$ cat config.mk
export PLATFORM = sky130hd
export DESIGN_NAME = edf_task_scheduler
export DESIGN_NICKNAME = d
export VERILOG_FILES = /design/src/design/edf_pkg.sv /design/src/design/edf_ram.sv /design/src/design/edf_alu.sv /design/src/design/edf_task_scheduler.sv
export SDC_FILE = /design/constraint.sdc
export NUM_CORES = 2
export LEC_CHECK = 0
export BUFFER_PORTS_ARGS = -buffer_cell sky130_fd_sc_hd__buf_4
export CAP_MARGIN = 20
export CORE_ASPECT_RATIO = 0.9
export CORE_UTILIZATION = 50
export CTS_CLUSTER_DIAMETER = 150
export DETAILED_ROUTE_END_ITERATION = 7
export HOLD_SLACK_MARGIN = 0.15
export MAX_ROUTING_LAYER = met4
export PLACE_DENSITY = 0.65
export RECOVER_POWER = 100
export SYNTH_ARGS = -nofsm -noshare
export SYNTH_HDL_FRONTEND = slang
export SYNTH_SLANG_ARGS = --single-unit
$ cat constraint.sdc
create_clock -name aclk -period 7.2 [get_ports aclk]
set_input_delay 1.44 -clock aclk [delete_from_list [all_inputs] [get_ports aclk]]
set_output_delay 1.44 -clock aclk [all_outputs]
set_load 0.01 [all_outputs]
$ cat src/design/edf_pkg.sv
// Shared types and constants for the earliest-deadline-first task scheduler.
// Used by the entry RAM user, the compare/decrement unit and the top level.
package edf_pkg;

    typedef enum logic [1:0] {
        MODE_DORMANT  = 2'd0,
        MODE_READY    = 2'd1,
        MODE_RUNNING  = 2'd2,
        MODE_SLEEPING = 2'd3
    } mode_t;

    typedef enum logic [1:0] {
        ACT_TICK  = 2'd0,
        ACT_SCHED = 2'd1,
        ACT_START = 2'd2,
        ACT_WRITE = 2'd3
    } action_t;

    typedef enum logic {
        OP_TICK = 1'b0,
        OP_PICK = 1'b1
    } alu_op_t;

    typedef struct packed {
        logic [31:0] ctx;
        logic [30:0] slice;
        logic [31:0] tleft;
        mode_t       mode;
    } entry_t;

    localparam int ENTRY_W = $bits(entry_t);
    localparam logic [31:0] TIME_MIN = 32'h8000_0000;

    typedef struct packed {
        alu_op_t     op;
        entry_t      ent;
        logic [31:0] best_time;
        logic        found;
        logic        allow_run;
    } alu_req_t;

    typedef struct packed {
        entry_t ent;
        logic   fired;
        logic   take;
    } alu_rsp_t;

endpackage

$ cat src/design/edf_ram.sv
// Generic single-write, single-read RAM with a registered read port.
// Holds the task entries of the scheduler; depends on nothing else.
module edf_ram #(
    parameter int WIDTH = 8,
    parameter int DEPTH = 16
) (
    input  logic                     aclk,
    input  logic                     we,
    input  logic [$clog2(DEPTH)-1:0] waddr,
    input  logic [WIDTH-1:0]         wdata,
    input  logic                     re,
    input  logic [$clog2(DEPTH)-1:0] raddr,
    output logic [WIDTH-1:0]         rdata
);

    logic [WIDTH-1:0] mem [DEPTH];

    always_ff @(posedge aclk) begin
        if (we) begin
            mem[waddr] <= wdata;
        end
        if (re) begin
            rdata <= mem[raddr];
        end
    end

endmodule

$ cat src/design/edf_alu.sv
// Shared compare and decrement unit of the scheduler.
// Depends on edf_pkg for the entry and request types.
module edf_alu (
    input  edf_pkg::alu_req_t req,
    output edf_pkg::alu_rsp_t rsp
);

    logic [31:0] dec;
    logic        expired;
    logic        active;
    logic        eligible;

    always_comb begin
        dec = (req.ent.tleft == edf_pkg::TIME_MIN) ? req.ent.tleft : req.ent.tleft - 32'd1;
        expired = (dec == 32'd0) || dec[31];
        active = (req.ent.mode == edf_pkg::MODE_SLEEPING)
              || (req.ent.mode == edf_pkg::MODE_RUNNING);
        eligible = (req.ent.mode == edf_pkg::MODE_READY)
                || (req.allow_run && (req.ent.mode == edf_pkg::MODE_RUNNING));

        rsp.ent = req.ent;
        rsp.fired = 1'b0;
        rsp.take = 1'b0;
        case (req.op)
            edf_pkg::OP_TICK: begin
                if (expired && active) begin
                    rsp.ent.mode = edf_pkg::MODE_READY;
                    rsp.ent.tleft = {1'b0, req.ent.slice};
                    rsp.fired = 1'b1;
                end else begin
                    rsp.ent.tleft = dec;
                end
            end
            edf_pkg::OP_PICK: begin
                rsp.take = eligible
                        && (!req.found || ($signed(req.ent.tleft) < $signed(req.best_time)));
            end
            default: begin
                rsp.take = 1'b0;
            end
        endcase
    end

endmodule

$ cat src/design/edf_task_scheduler.sv
// Earliest-deadline-first task scheduler: sequencer, task entry RAM and shared unit.
// Depends on edf_pkg, edf_ram and edf_alu.
//
// Usage: one command per transfer on the slave stream (tick, schedule, start or
// write of a task entry); every command yields exactly one result transfer on the
// master stream with the running task, its saved context and the event flags.
// The block takes one command at a time and is not ready while it works on it;
// it is ready again in the cycle after the result is loaded.
// Steps: a write stores the entry; a suppressed or unstarted tick stores nothing;
// an active tick decrements or reloads every entry's time; a start scans for the
// earliest ready deadline and marks that task running; a schedule first saves the
// running task's context, then scans and picks likewise. Every command ends by
// reading the running task for the result. Ticks and scans sweep the entries
// through the one read port of the RAM and the compare/decrement unit, one entry per cycle.
// After reset all tasks are dormant with zero times, slices and contexts, the
// null task runs and the scheduler is not started; valid bits make unwritten
// entries read as zero, so no clearing pass is needed.
// A finished result waits in the output register while the receiver stalls; the
// next command is taken meanwhile, and its result waits until the register frees.
module edf_task_scheduler #(
    parameter int TASK_COUNT = 16
) (
    input  logic         aclk,
    input  logic         aresetn,
    input  logic         s_axis_tvalid,
    output logic         s_axis_tready,
    // tick_suppressed, saved_context, task_index, task_mode, task_time,
    // task_slice, task_context
    input  logic [135:0] s_axis_tdata,
    // action
    input  logic [1:0]   s_axis_tuser,
    output logic         m_axis_tvalid,
    input  logic         m_axis_tready,
    // current_task, next_context, switch_request, release_stack, released_task
    output logic [47:0]  m_axis_tdata
);

    localparam int IDX_W = $clog2(TASK_COUNT);
    localparam int CNT_W = $clog2(TASK_COUNT + 1);
    localparam logic [CNT_W-1:0] CNT_END = CNT_W'(TASK_COUNT);

    typedef enum logic [3:0] {
        ST_IDLE,
        ST_WRITE,
        ST_TICK,
        ST_SCH_RD,
        ST_SCH_UPD,
        ST_SCAN,
        ST_PICK_RD,
        ST_PICK_UPD,
        ST_FIN_RD,
        ST_FIN_WAIT
    } state_t;

    logic                  tick_suppressed;
    logic [31:0]           saved_context;
    logic [3:0]            task_index;
    edf_pkg::entry_t       in_ent;
    edf_pkg::action_t      action;

    state_t                st_reg, st_next;
    edf_pkg::action_t      act_reg, act_next;
    logic [31:0]           saved_reg, saved_next;
    logic [3:0]            tidx_reg, tidx_next;
    edf_pkg::entry_t       tent_reg, tent_next;
    logic [IDX_W-1:0]      run_reg, run_next;
    logic                  started_reg, started_next;
    logic [TASK_COUNT-1:0] vld_reg, vld_next;
    logic                  vld_rd_reg, vld_rd_next;
    logic [CNT_W-1:0]      cnt_reg, cnt_next;
    logic                  pend_reg, pend_next;
    logic [IDX_W-1:0]      pidx_reg, pidx_next;
    logic                  found_reg, found_next;
    logic [IDX_W-1:0]      best_idx_reg, best_idx_next;
    logic [31:0]           best_time_reg, best_time_next;
    logic                  sw_reg, sw_next;
    logic                  rel_reg, rel_next;
    logic [IDX_W-1:0]      relt_reg, relt_next;
    logic                  m_valid_reg, m_valid_next;
    logic [47:0]           m_data_reg, m_data_next;

    logic                  s_acc;
    logic                  out_free;
    logic                  out_load;
    logic                  ram_we;
    logic [IDX_W-1:0]      ram_waddr;
    logic [IDX_W-1:0]      ram_raddr;
    logic                  ram_re;
    edf_pkg::entry_t       ram_wdata;
    logic [edf_pkg::ENTRY_W-1:0] ram_rdata;
    edf_pkg::entry_t       rd_ent;
    edf_pkg::entry_t       upd_ent;
    edf_pkg::alu_req_t     alu_req;
    edf_pkg::alu_rsp_t     alu_rsp;

    assign action          = edf_pkg::action_t'(s_axis_tuser);
    assign tick_suppressed = s_axis_tdata[0];
    assign saved_context   = s_axis_tdata[32:1];
    assign task_index      = s_axis_tdata[36:33];
    assign in_ent.mode     = edf_pkg::mode_t'(s_axis_tdata[38:37]);
    assign in_ent.tleft    = s_axis_tdata[70:39];
    assign in_ent.slice    = s_axis_tdata[101:71];
    assign in_ent.ctx      = s_axis_tdata[133:102];

    assign s_axis_tready = (st_reg == ST_IDLE);
    assign s_acc         = s_axis_tvalid && s_axis_tready;
    assign out_free      = !m_valid_reg || m_axis_tready;
    assign m_axis_tvalid = m_valid_reg;
    assign m_axis_tdata  = m_data_reg;

    assign rd_ent = vld_rd_reg ? edf_pkg::entry_t'(ram_rdata) : '0;

    edf_ram #(
        .WIDTH (edf_pkg::ENTRY_W),
        .DEPTH (TASK_COUNT)
    ) u_ram (
        .aclk  (aclk),
        .we    (ram_we),
        .waddr (ram_waddr),
        .wdata (ram_wdata),
        .re    (ram_re),
        .raddr (ram_raddr),
        .rdata (ram_rdata)
    );

    edf_alu u_alu (
        .req (alu_req),
        .rsp (alu_rsp)
    );

    always_comb begin
        st_next        = st_reg;
        act_next       = act_reg;
        saved_next     = saved_reg;
        tidx_next      = tidx_reg;
        tent_next      = tent_reg;
        run_next       = run_reg;
        started_next   = started_reg;
        vld_next       = vld_reg;
        cnt_next       = cnt_reg;
        pend_next      = pend_reg;
        pidx_next      = pidx_reg;
        found_next     = found_reg;
        best_idx_next  = best_idx_reg;
        best_time_next = best_time_reg;
        sw_next        = sw_reg;
        rel_next       = rel_reg;
        relt_next      = relt_reg;
        m_valid_next   = m_valid_reg && !m_axis_tready;
        m_data_next    = m_data_reg;
        out_load       = 1'b0;
        ram_we         = 1'b0;
        ram_waddr      = pidx_reg;
        ram_wdata      = rd_ent;
        ram_re         = 1'b0;
        ram_raddr      = run_reg;
        upd_ent        = rd_ent;

        alu_req.op        = edf_pkg::OP_PICK;
        alu_req.ent       = rd_ent;
        alu_req.best_time = best_time_reg;
        alu_req.found     = found_reg;
        alu_req.allow_run = (act_reg == edf_pkg::ACT_SCHED);

        case (st_reg)
            ST_IDLE: begin
                if (s_acc) begin
                    act_next      = action;
                    saved_next    = saved_context;
                    tidx_next     = task_index;
                    tent_next     = in_ent;
                    sw_next       = 1'b0;
                    rel_next      = 1'b0;
                    relt_next     = '0;
                    pend_next     = 1'b0;
                    found_next    = 1'b0;
                    best_idx_next = '0;
                    case (action)
                        edf_pkg::ACT_TICK: begin
                            cnt_next = '0;
                            st_next  = (!tick_suppressed && started_reg) ? ST_TICK : ST_FIN_RD;
                        end
                        edf_pkg::ACT_SCHED: begin
                            st_next = ST_SCH_RD;
                        end
                        edf_pkg::ACT_START: begin
                            cnt_next = CNT_W'(1);
                            st_next  = ST_SCAN;
                        end
                        default: begin
                            st_next = ST_WRITE;
                        end
                    endcase
                end
            end
            ST_WRITE: begin
                if (int'(tidx_reg) < TASK_COUNT) begin
                    ram_we              = 1'b1;
                    ram_waddr           = IDX_W'(tidx_reg);
                    ram_wdata           = tent_reg;
                    vld_next[ram_waddr] = 1'b1;
                end
                st_next = ST_FIN_RD;
            end
            ST_TICK: begin
                alu_req.op = edf_pkg::OP_TICK;
                if (cnt_reg < CNT_END) begin
                    ram_re    = 1'b1;
                    ram_raddr = cnt_reg[IDX_W-1:0];
                    cnt_next  = cnt_reg + CNT_W'(1);
                end
                pend_next = (cnt_reg < CNT_END);
                pidx_next = cnt_reg[IDX_W-1:0];
                if (pend_reg) begin
                    ram_we             = 1'b1;
                    ram_waddr          = pidx_reg;
                    ram_wdata          = alu_rsp.ent;
                    vld_next[pidx_reg] = 1'b1;
                    if (alu_rsp.fired) begin
                        sw_next = 1'b1;
                    end
                end
                if (!pend_reg && (cnt_reg == CNT_END)) begin
                    st_next = ST_FIN_RD;
                end
            end
            ST_SCH_RD: begin
                ram_re    = 1'b1;
                ram_raddr = run_reg;
                st_next   = ST_SCH_UPD;
            end
            ST_SCH_UPD: begin
                upd_ent.ctx = saved_reg;
                if (rd_ent.mode == edf_pkg::MODE_RUNNING) begin
                    upd_ent.mode = edf_pkg::MODE_READY;
                end
                if (rd_ent.mode == edf_pkg::MODE_DORMANT) begin
                    rel_next  = 1'b1;
                    relt_next = run_reg;
                end
                ram_we            = 1'b1;
                ram_waddr         = run_reg;
                ram_wdata         = upd_ent;
                vld_next[run_reg] = 1'b1;
                cnt_next          = CNT_W'(1);
                st_next           = ST_SCAN;
            end
            ST_SCAN: begin
                if (cnt_reg < CNT_END) begin
                    ram_re    = 1'b1;
                    ram_raddr = cnt_reg[IDX_W-1:0];
                    cnt_next  = cnt_reg + CNT_W'(1);
                end
                pend_next = (cnt_reg < CNT_END);
                pidx_next = cnt_reg[IDX_W-1:0];
                if (pend_reg && alu_rsp.take) begin
                    found_next     = 1'b1;
                    best_idx_next  = pidx_reg;
                    best_time_next = rd_ent.tleft;
                end
                if (!pend_reg && (cnt_reg == CNT_END)) begin
                    st_next = ST_PICK_RD;
                end
            end
            ST_PICK_RD: begin
                ram_re    = 1'b1;
                ram_raddr = best_idx_reg;
                st_next   = ST_PICK_UPD;
            end
            ST_PICK_UPD: begin
                upd_ent.mode           = edf_pkg::MODE_RUNNING;
                ram_we                 = 1'b1;
                ram_waddr              = best_idx_reg;
                ram_wdata              = upd_ent;
                vld_next[best_idx_reg] = 1'b1;
                run_next               = best_idx_reg;
                if (act_reg == edf_pkg::ACT_START) begin
                    started_next = 1'b1;
                end
                st_next = ST_FIN_RD;
            end
            ST_FIN_RD: begin
                ram_re    = 1'b1;
                ram_raddr = run_reg;
                st_next   = ST_FIN_WAIT;
            end
            ST_FIN_WAIT: begin
                if (out_free) begin
                    out_load     = 1'b1;
                    m_valid_next = 1'b1;
                    m_data_next  = {6'd0, 4'(relt_reg), rel_reg, sw_reg, rd_ent.ctx,
                                    4'(run_reg)};
                    st_next      = ST_IDLE;
                end
            end
            default: begin
                st_next = ST_IDLE;
            end
        endcase

        vld_rd_next = ram_re ? vld_reg[ram_raddr] : vld_rd_reg;
    end

    always_ff @(posedge aclk) begin
        if (!aresetn) begin
            st_reg      <= ST_IDLE;
            run_reg     <= '0;
            started_reg <= 1'b0;
            vld_reg     <= '0;
            vld_rd_reg  <= 1'b0;
            cnt_reg     <= '0;
            pend_reg    <= 1'b0;
            m_valid_reg <= 1'b0;
        end else begin
            st_reg      <= st_next;
            run_reg     <= run_next;
            started_reg <= started_next;
            vld_reg     <= vld_next;
            vld_rd_reg  <= vld_rd_next;
            cnt_reg     <= cnt_next;
            pend_reg    <= pend_next;
            m_valid_reg <= m_valid_next;
        end
        act_reg       <= act_next;
        saved_reg     <= saved_next;
        tidx_reg      <= tidx_next;
        tent_reg      <= tent_next;
        pidx_reg      <= pidx_next;
        found_reg     <= found_next;
        best_idx_reg  <= best_idx_next;
        best_time_reg <= best_time_next;
        sw_reg        <= sw_next;
        rel_reg       <= rel_next;
        relt_reg      <= relt_next;
        m_data_reg    <= m_data_next;
    end

    // Ready drops after a command is taken.
    assert property (@(posedge aclk) disable iff (!aresetn)
        s_acc |=> !s_axis_tready)
        else $error("edf: ready did not drop after an input transfer");

    // The entry RAM is never written while the block waits for a command.
    assert property (@(posedge aclk) disable iff (!aresetn)
        (st_reg == ST_IDLE) |-> !ram_we)
        else $error("edf: entry RAM written while idle");

    // The sweep counter never passes the table size.
    assert property (@(posedge aclk) disable iff (!aresetn)
        cnt_reg <= CNT_END)
        else $error("edf: sweep counter out of range");

    // A stack release is only reported for a schedule command.
    assert property (@(posedge aclk) disable iff (!aresetn)
        (out_load && rel_reg) |-> (act_reg == edf_pkg::ACT_SCHED))
        else $error("edf: stack release reported outside a schedule");

    // A switch request is only reported for a tick command.
    assert property (@(posedge aclk) disable iff (!aresetn)
        (out_load && sw_reg) |-> (act_reg == edf_pkg::ACT_TICK))
        else $error("edf: switch request reported outside a tick");

endmodule
==> metrics.cfg <==
[status]
status = complete, but fails checks
violations = capacitance limit, slew limit

[detailed_routing]
drtIter0Drc = 5921
detail_route.vias_per_cell = 5.977
wl_per_cell_um = 24.62
drtPass1Iterations = 6
route.detailed.drc = 0
vias = 50100
drt-total-wl_mm = 206.3
ant_nets = 0

[clocking]
cts.repair.resized = 0
numCtsBuffers = 190
clk_latency_ps = 820
hold_buffers = 0
cts_num_sinks = 1906
root_buffer = clkbuf_16
clkTransAtPathRegs_ps = 60
cts_buffer_depth = 3
cts_max_level = 4
cts_setup_buffers = 0
cts_tree = done

[yosys]
syn_area_um2 = 76820
ys_seq_elements = 1906
synth-main-ff-cell = edfxtp_1
yosys_warnings = 0
async_reset_ff_share_pct = 0
yosysMostFrequentCell = edfxtp_1
synth_top_area_share_pct = 73.22
ys_types = 78
synth_top_area_cell = edfxtp_1
synthTopCellsByArea = edfxtp_1 73%, nand2_1 8.7%, nand3_1 5.2%, clkbuf_1 1.7%, and3_1 1.7%
ys_seq_area_share_pct = 74.08
syn_area_per_cell_um2 = 12.63
synthCells = 6080
synthTopCellsByCount = 1873 x edfxtp_1, 1783 x nand2_1, 804 x nand3_1, 345 x clkbuf_1, 203 x and3_1
synth-edff-count = 1873

[sta]
rsz0062_at_grt = false
max_slew.worst_pin.slew_ps = 4095
fin_setup_tns_ps = 0
finalCritPeriodShare_pct = 85.63
period_minus_slack_ps = 6166
slew_headroom_pct = -173.0
setup_viol = 0
fin_skew_ps = 44.80
hold_viol = 0
whs_ps = 421.9
fmax_mhz = 162.2
slew_violations = 754

[worst_setup_path]
crit_top_cell = nand2_1
crit_required_ps = 7720
worstSetupStartpointType = flop
critPathKind = flop to flop
r2r_slack_ps = 1030
worstSetupEndpointType = flop
path_cells = nand2_1 > ha_1 > nand4b_1 > or4_1 > nor3_1 > nand2_1 > a2111oi_0 > nand4_1 > o31a_1 > nor3_4 > buf_4 > a221o_1
path_buf_inv = 1
critPathSlowestCell = nor3_1
critPathMaxStageDelay_ps = 870
critPathMaxFanout = 49
critPathArrivalTime_ps = 6680
crit_family = simple AND/OR/NAND/NOR gates

[die]
die_h_um = 373.9
coreArea_um2 = 152600
ios = 192
die_x_um = 415.2
die_area_um2 = 155200
rows = 136
start_util_pct = 50.33

[final_layout]
largest_register_ff_count = 1552
layout-drive-gt1-share_pct = 7.779
fill_cells = 12260
nets = 6400
post-route-cell-area_um2 = 86240
area_delta_synth_final_pct = 12.26
fin_cells = 8381
fin_util_pct = 56.50

[placed_design]
hpwl_mm = 104.9
gp_congestion = 0.9292
io_buffers = 183
placed_cells = 8038
place_area_um2 = 81100

[power_and_ir_drop]
p_per_area_nw_per_um2 = 355.4
p_leak_nw = 30.30
worst_ir_drop_vdd_uv = 403.9

[min_path]
hold_class = flop to flop

[global_routing]
gr-usage-all-layers_pct = 26.85
grt_overflow_total = 0
grt_pass1_vias = 46430
grt_max_degree = 173
grt_pass1_wl_mm = 303.1
antenna_found_initial = 3

[run]
maxCapViolations = 17

## path summary, 6_finish.rpt
| kind | start | endpoint | cells past startpoint |
|---|---|---|---|
| min | sw_reg | m_axis_tdata[36] | 0 |
| max reg2reg | vld_rd_reg | u_ram.mem[9][3] | 12 |
| min reg2reg | sw_reg | m_axis_tdata[36] | 0 |
| max | vld_rd_reg | u_ram.mem[9][3] | 12 |
## metrics by stage
| step | power, W | setup slack [ps] |
|---|---|---|
| after floorplan | 0.01897 | 496.1 |
| after global placement | 0.02139 | 1807 |
| after detailed placement | 0.02152 | 1747 |
| after CTS | 0.03086 | 1703 |
| after global routing | 0.03167 | 726.4 |
| final | 0.03065 | 1034 |
## report_power, final
group | internal (W) | switching [W]
clock | 0.00530 | 0.00412
sequential | 0.0153 | 0.000697
combinational | 0.00107 | 0.00418
total | 0.0216 | 0.00900
## routing by layer
| metal | track usage [%] | vias to the layer above | wire length (um) |
|---|---|---|---|
| met5 | - | - | 0 |
| met4 | 7.435 | 0 | 4845 |
| met3 | 3.527 | 299 | 17210 |
| met2 | 40.85 | 2329 | 97140 |
| met1 | 38.22 | 24960 | 87140 |
| li1 | - | 22510 | - |
## cell families (layout without fill, tap and decap cells)
logic type,count (synthesis),count (layout),share of synthesized area (%)
compound gates,539,539,4.914
buf+inv,498,789,2.512
flops,1906,1906,74.08
mux,6,6,0.08469
xor+xnor,15,15,0.1710
other cells,1,10,0.004882
simple gates,3086,3086,17.77
fa+ha+maj,29,29,0.4691
## placed cells by master (no fill, tap or decap), types with 8 or more instances in the layout
cell and instances:
o31ai_1 11, inv_1 98, a31oi_1 111, clkinv_1 50, o21a_1 20, a311oi_1 98, buf_4 47, nor2_1 52
a21o_1 16, nor2_4 10, edfxtp_1 1873, clkbuf_16 192, clkbuf_1 184, nand3_1 803, ha_1 28, clkbuf_4 125
bufinv_16 11, a221o_1 22, buf_12 29, clkbuf_2 9, xnor2_1 12, o41ai_1 9, and3_1 202, and2_1 8
nand4_1 21, or4_1 8, nor3_1 120, and2_0 8, dfxtp_1 32, a22oi_1 38, clkinv_2 24, or2_2 8
nor2b_1 12, nand2_1 1783, a21oi_1 50, o21ai_0 104
## area by class of cell
| type | instances | area (um^2) | share of cell area (%) |
|---|---|---|---|
| inverters | 99 | 372.9 | 0.4323 |
| clock buffers | 236 | 4990 | 5.786 |
| flip-flops and latches | 1906 | 56910 | 65.99 |
| repair buffers | 352 | 2450 | 2.841 |
| diodes | 4 | 10.01 | 0.01161 |
| clock inverters | 102 | 867.1 | 1.005 |
| well taps | 2001 | 2504 | 2.903 |
| multi-input cells | 3681 | 18140 | 21.03 |
Note: power is estimated with default switching activity, not from simulation.
